`src/hdl/edb_pkg.sv`:
```
// shared types, reset values and arithmetic helpers for the error diffusion binarizer
`default_nettype none

package edb_pkg;

    // grey level and signed diffusion error
    typedef logic [7:0]        pix_t;
    typedef logic signed [8:0] err_t;

    // neighbourhood of the pixel being judged
    typedef struct packed {
        logic first_row;
        logic left_edge;
        logic right_ok;
        err_t err_ul;
        err_t err_up;
        err_t err_ur;
        err_t err_left;
    } nbr_t;

    // configuration reset values
    localparam logic [7:0]  THRESHOLD_RESET  = 8'd150;
    localparam logic [10:0] LINE_WIDTH_RESET = 11'd640;

    // register selects, decoded on paddr[2]
    localparam logic REG_THRESHOLD  = 1'b0;
    localparam logic REG_LINE_WIDTH = 1'b1;

    // diffusion weights in sixteenths
    localparam logic [3:0] W_UL   = 4'd1;
    localparam logic [3:0] W_UP   = 4'd5;
    localparam logic [3:0] W_UR   = 4'd3;
    localparam logic [3:0] W_LEFT = 4'd7;

    // floor(err * k / 16), arithmetic shift rounds toward minus infinity
    function automatic err_t share(input err_t err, input logic [3:0] k);
        logic signed [12:0] p;
        p = $signed({{4{err[8]}}, err}) * $signed({9'd0, k});
        return p[12:4];
    endfunction

    // add a signed share and saturate to 0..255
    function automatic pix_t add_clamp(input pix_t v, input err_t d);
        logic signed [9:0] s;
        s = $signed({2'b00, v}) + $signed({d[8], d});
        if (s < 0) begin
            return 8'd0;
        end else if (s > 10'sd255) begin
            return 8'd255;
        end
        return s[7:0];
    endfunction

endpackage

`default_nettype wire

```
`src/hdl/edb_diffuse.sv`:
```
// neighbour error accumulation, threshold decision and new pixel error
`default_nettype none

module edb_diffuse (
    input  wire edb_pkg::pix_t pixel,
    input  wire edb_pkg::nbr_t nbr,
    input  wire logic [7:0]    threshold,
    output logic               white,
    output edb_pkg::err_t      err
);
    import edb_pkg::*;

    pix_t v_ul, v_up, v_ur, v_left;

    // shares added in order: upper-left, upper, upper-right, left
    always_comb begin
        v_ul   = (!nbr.first_row && !nbr.left_edge) ?
                 add_clamp(pixel, share(nbr.err_ul, W_UL)) : pixel;
        v_up   = !nbr.first_row ? add_clamp(v_ul, share(nbr.err_up, W_UP)) : v_ul;
        v_ur   = (!nbr.first_row && nbr.right_ok) ?
                 add_clamp(v_up, share(nbr.err_ur, W_UR)) : v_up;
        v_left = !nbr.left_edge ? add_clamp(v_ur, share(nbr.err_left, W_LEFT)) : v_ur;
    end

    // decision and residual error
    always_comb begin
        white = v_left > threshold;
        err   = white ? ($signed({1'b0, v_left}) - 9'sd255) : $signed({1'b0, v_left});
    end

endmodule

`default_nettype wire

```
`config.mk`:
```
export PLATFORM = sky130hd
export DESIGN_NAME = edb_diffuse
export DESIGN_NICKNAME = d
export VERILOG_FILES = /design/src/hdl/edb_pkg.sv /design/src/hdl/edb_diffuse.sv
export SDC_FILE = /design/constraint.sdc
export NUM_CORES = 1
export LEC_CHECK = 0
export BUFFER_PORTS_ARGS = -buffer_cell sky130_fd_sc_hd__clkbuf_2
export CELL_PAD_IN_SITES_DETAIL_PLACEMENT = 1
export CELL_PAD_IN_SITES_GLOBAL_PLACEMENT = 1
export CORE_MARGIN = 2
export CORE_UTILIZATION = 40
export DETAILED_ROUTE_END_ITERATION = 10
export PLACE_DENSITY_LB_ADDON = 0.1
export SETUP_SLACK_MARGIN = 0.4
export SLEW_MARGIN = 5
export SYNTH_ARGS = -nofsm -noshare
export SYNTH_HDL_FRONTEND = slang
export SYNTH_SLANG_ARGS = --single-unit
```
`constraint.sdc`:
```
create_clock -name vclk -period 11.65
set_clock_uncertainty 0.2 [all_clocks]
set_input_delay 1.165 -clock vclk [all_inputs]
set_output_delay 1.165 -clock vclk [all_outputs]
set_load 0.02 [all_outputs]
```
==> run metrics, run 1 <==
register area share after synthesis=0%; PD cells=roughly 190 nW/µm²; Max stage delay cell, worst path=fa_2; hold_buf cts=0; initial drt markers=148; CP Capture Type=primary output; die area=11,400 µm²; Final nets=893; DRT antenna net count=0; Placeable Area=about 10,000 µm²; Post-DP HPWL=~12,000 µm; peak per-stage delay on the critical path=360 ps; Synthesized Nets=722; drt wl/cell=16.0 µm; Finished Layout Cells=a little under 900; row cnt=37; vias=approximately 4,700; layout cell share with drive strength beyond 1=a little over a third; Layout area overhead=41.1%; Die Height=between 100 and 150 µm; sequential cell count=0; top-area cell type share of the netlist area=a little over a quarter; dpl ws=-557 ps; WP data arrival=roughly 10,000 ps; vias in the first global route=a little over 5,000; post-synth cell types=71; critical path required time=~10,000 ps; Startpoint Class=primary input; Reg area=0 µm²; post-synth top area cell=ha_1; Max Cap Viol=0; leakage=around 3 nW; min-delay worst type=primary input to primary output; Total GRT Usage=between 20% and 30%; relative slew slack=between 60 and 70%; Pwr Total=about 1.1 mW; syn_area_per_cell=approximately 7.4 µm²; Final setup viols=6; RePlAce Congestion=~0.83; final instance area=roughly 6000 µm²; Final WS setup=-127 ps; crit path kind=primary input to primary output; commonest non-fill, non-tap cell in the layout=buf_4; Tmin final=11,780 ps; max-slew violations=0; largest net degree at the start of global routing=19; antenna cells=0; Residual DRC=0; routed wire length=14,000 µm; clock buffer count=0; DP Cell Count=roughly 850; Final Hold Fails=0; IO Pins=65; placed cell areas=~5400 µm²; grt ovf=0; f_max=approximately 0.085 GHz; first-pass GRT wire length=between 20,000 and 25,000 µm; top post-synthesis cells by area=ha_1 (26%), xnor2_1 (8.5%), inv_1 (6.1%); RSZ-0062 raised after global routing=yes; Pre-antenna DRT Iters=4; DIE WIDTH=around 110 µm; Worst VDD drop=0.176 mV; vias per inst=around 5.4; Port Buffer Count=slightly above 60; initial core utilization=41.1%; Syn Inst Count=between 500 and 600; Worst Tran Pin Value=583 ps; status=finished, violations left; worst-path maximum fanout=7; most frequent cells in the layout=buf_4 (111), ha_1 (82), inv_1 (64); failing checks=setup timing; initial antenna violation count=0; crit share post-route=101%; setup TNS=-401 ps; mapped cell area=roughly 4200 µm²; Synth Warn #=0
[per-stage QoR]
stage          hold slack (ps)  utilization (%)
2_1_floorplan             2380                -
3_3_place_gp              2740             52.7
4_1_cts                   2870             56.6
3_5_place_dp              2750             52.7
6_report                  2890             58.0
5_1_grt                   2930             58.0
[cells in the mapped netlist (2+ instances only)]
library cell  number
inv_1             69
and3_1             2
or3_1              6
nor4_1             2
a21o_1            17
o221ai_1           4
a211oi_1           7
xnor2_1           41
o21ai_0           35
nand2b_1           6
fa_1              11
a22oi_1            3
nand4_1            6
o21bai_1           4
a211o_1            3
nor2b_1            8
o311ai_0           3
o311a_1            2
or2_2              3
clkbuf_1           5
ha_1              88
and2_1             5
a221o_1            2
o31ai_1            3
mux2_2             4
nand2_1           48
nor2_1            50
o211ai_1           9
a2111oi_4          2
a2bb2oi_1          3
xor2_1            11
nand3_1            9
o2bb2ai_1          4
a31oi_1            4
a21bo_2            2
o21a_1            16
nor3_1             7
a21oi_1           26
mux2i_1            6
[worst paths after layout]
path / from / end / depth (start not counted)
worst min-delay path: nbr[37] / err[0] / 5
worst max-delay path: nbr[31] / err[6] / 52
[area by class of cell]
| cell class | instances | area [µm²] |
|---|---|---|
| Timing Repair Buffer | 175 | 1280 |
| Inverter | 69 | 264 |
| Tap cell | 136 | 170 |
| Multi-Input combinational cell | 493 | 4250 |
| Fill cell | 1313 | 4310 |
[kinds of logic (layout without fill, tap and decap cells)]
| kind of cell | Yosys count | in the layout | synth area share (%) |
|---|---|---|---|
| AO/OA/AOI/OAI | 168 | 168 | 29.3 |
| XOR/XNOR | 54 | 54 | 11.8 |
| adder cells (fa/ha/maj) | 99 | 99 | 31.3 |
| buffers and inverters | 75 | 244 | 6.69 |
| multiplexers | 10 | 10 | 2.49 |
| AND/OR/NAND/NOR | 162 | 162 | 18.4 |
[per-layer routing]
| metal | GRT usage, % | vias to the layer above | routed length (µm) | part of all wire (%) |
|---|---|---|---|---|
| met5 | 0 | - | 0 | 0 |
| met4 | 3.53 | 0 | 193 | 1.4 |
| met3 | 0.243 | 14 | 236 | 1.7 |
| met2 | 48.0 | 61 | 7300 | 52 |
| met1 | 29.0 | 2237 | 6240 | 45 |
| li1 | - | 2394 | - | - |
[power by group]
part           leakage [nW]  internal (mW)  switching (mW)  total [mW]
Sequential                0              0               0           0
Combinational          3.02          0.579           0.546        1.13
Clock                     0              0               0           0
[worst max-delay path, delay by kind of cell]
| family | cells | cell delay (ps) |
|---|---|---|
| XOR/XNOR | 3 | 660 |
| AND/OR/NAND/NOR | 11 | 1490 |
| AO/OA/AOI/OAI | 23 | 4150 |
| adder cells (fa/ha/maj) | 8 | 2260 |
| buffers and inverters | 7 | 670 |
[repair_timing]
item | in CTS | in global routing
hold endpoints to repair | 0 | 0
buffers inserted | 17 | 9
resized for setup | 70 | 25
pin swaps | 45 | 40
cloned | 0 | 0
endpoints found under the setup margin | 10 | 10
(Power assumes the default switching activity.)
==> run 2, diff against run 1 <==
--- a/config.mk
+++ b/config.mk
@@ -5,12 +5,13 @@
 export SDC_FILE = /design/constraint.sdc
 export NUM_CORES = 1
 export LEC_CHECK = 0
-export BUFFER_PORTS_ARGS = -buffer_cell sky130_fd_sc_hd__clkbuf_2
+export CAP_MARGIN = 20
 export CELL_PAD_IN_SITES_DETAIL_PLACEMENT = 1
 export CELL_PAD_IN_SITES_GLOBAL_PLACEMENT = 1
 export CORE_MARGIN = 2
-export CORE_UTILIZATION = 40
+export CORE_UTILIZATION = 45
 export DETAILED_ROUTE_END_ITERATION = 10
+export DONT_BUFFER_PORTS = 1
 export PLACE_DENSITY_LB_ADDON = 0.1
 export SETUP_SLACK_MARGIN = 0.4
 export SLEW_MARGIN = 5
==> run 2 against run 1 <==
Against the previous run: the run still ends with setup timing left; worst hold slack lost 340 ps; first-iteration DRC count shrank 33%; power shrank 3.4%; fmax shrank 0.24%; combinational power shrank 4%; sequential cell count is the same; critical path depth shrank 1; critical path type unchanged; critical endpoint is now err[7]; largest power group unchanged; highest routed layer unchanged.
==> run metrics, run 2 (synthesized netlist as in run 1, its figures left out) <==
routed wire length=approximately 13,000 µm; f_max=approximately 0.085 GHz; PD cells=~200 nW/µm²; DIE WIDTH=roughly 100 µm; Port Buffer Count=0; Layout area overhead=30.2%; leakage=around 2.7 nW; commonest non-fill, non-tap cell in the layout=buf_4; max-slew violations=0; initial core utilization=46.0%; combinational power share=100.0%; Net Sw Frac=between 50% and 60%; Final setup viols=9; initial antenna violation count=0; most frequent cells in the layout=buf_4 (100), ha_1 (83), inv_1 (65); worst-path maximum fanout=6; Total GRT Usage=25.5%; Placeable Area=9200 µm²; Net Sw Power=approximately 0.54 mW; peak per-stage delay on the critical path=about 400 ps; WP data arrival=between 10,000 and 15,000 ps; Max Cap Viol=0; layout cell share with drive strength beyond 1=roughly 28%; status=finished, violations left; RSZ-0062 raised after global routing=yes; crit path kind=primary input to primary output; sequential cell count=0; vias=between 4,000 and 5,000; crit path launch=pixel[0]; initial drt markers=between 90 and 100; internal power=around 0.54 mW; critical path required time=slightly above 10,000 ps; die area=slightly above 10,000 µm²; Final WS setup=-155 ps; first-pass GRT wire length=about 22,000 µm; Final nets=826; Residual DRC=0; grt ovf=0; drt wl/cell=about 17 µm; Post-DP HPWL=between 10,000 and 15,000 µm; relative slew slack=around 57%; RePlAce Congestion=between 0.8 and 0.9; Startpoint Class=primary input; vias in the first global route=~4,700; vias per inst=5.79; IO Pins=65; row cnt=35; Worst VDD drop=0.0842 mV; Final Hold Fails=0; antenna cells=0; CP Capture Type=primary output; min-delay worst type=primary input to primary output; Hold Startpoint=nbr[37]; Tmin final=11,810 ps; Die Height=~100 µm; clock buffer count=0; largest net degree at the start of global routing=20; Finished Layout Cells=around 780; Worst Tran Pin Value=~640 ps; failing checks=setup timing; register share of total power=0%; crit share post-route=101%; Reg area=0 µm²; hold_buf cts=0; DRT antenna net count=0; Clk network pwr share=0%; DP Cell Count=between 700 and 800; # fillers=1,162; setup TNS=-473 ps; Multi-input gate area=4260 µm²; Max stage delay cell, worst path=fa_2; Pre-antenna DRT Iters=4
run 2: changes by cell type in the layout (fill, tap and decap cells not counted), sizes merged:
| cell | change |
|---|---|
| clkbuf | -54 |
| buf | -13 |
run 2: what timing repair did:
action,4_1_cts,5_1_grt
resized for setup,39,27
setup endpoints to repair,10,10
pin swaps,39,37
setup buffers,14,14
run 2: layer usage:
layer	GRT usage, %	share of wire (%)	vias to the layer above
li1	-	-	2255
met1	32.3	44	2160
met2	47.6	51	82
met3	2.01	2.8	22
met4	4.26	2.1	0
met5	0	0	-
run 2: critical path: cells and delay by family:
family | cells | cell delay (ps)
XOR/XNOR | 4 | 670
buffers and inverters | 7 | 800
adder cells (fa/ha/maj) | 8 | 2400
AO/OA/AOI/OAI | 22 | 4030
AND/OR/NAND/NOR | 10 | 1350
run 2: final cells by class:
| class | instances | share of cell area (%) |
|---|---|---|
| Multi-Input combinational cell | 493 | 77.4 |
| Inverter | 69 | 4.80 |
| Tap cell | 111 | 2.52 |
| Timing Repair Buffer | 108 | 15.3 |
run 2: worst paths after layout:
kind              depth (start not counted)      to
hold / removal                            4  err[6]
setup / recovery                         51  err[7]
run 2: metrics by stage:
step	power (mW)	hold slack, ps	utilization (%)	setup slack [ps]	cell area (µm²)
global route	1.18	2570	59.8	-538	5500
CTS	0.999	2560	57.4	78.1	5280
detailed placement	0.919	2550	54.5	-317	5020
global placement	0.877	2540	54.5	36.1	5020
finish	1.09	2550	59.8	-155	5500
floorplan	0.591	2380	-	439	4300
run 2: power by group through the flow:
stage | logic [mW] | registers (mW) | clock network, mW
floorplan | 0.591 | 0 | 0
global placement | 0.877 | 0 | 0
detailed placement | 0.919 | 0 | 0
CTS | 0.999 | 0 | 0
global route | 1.18 | 0 | 0
finish | 1.09 | 0 | 0
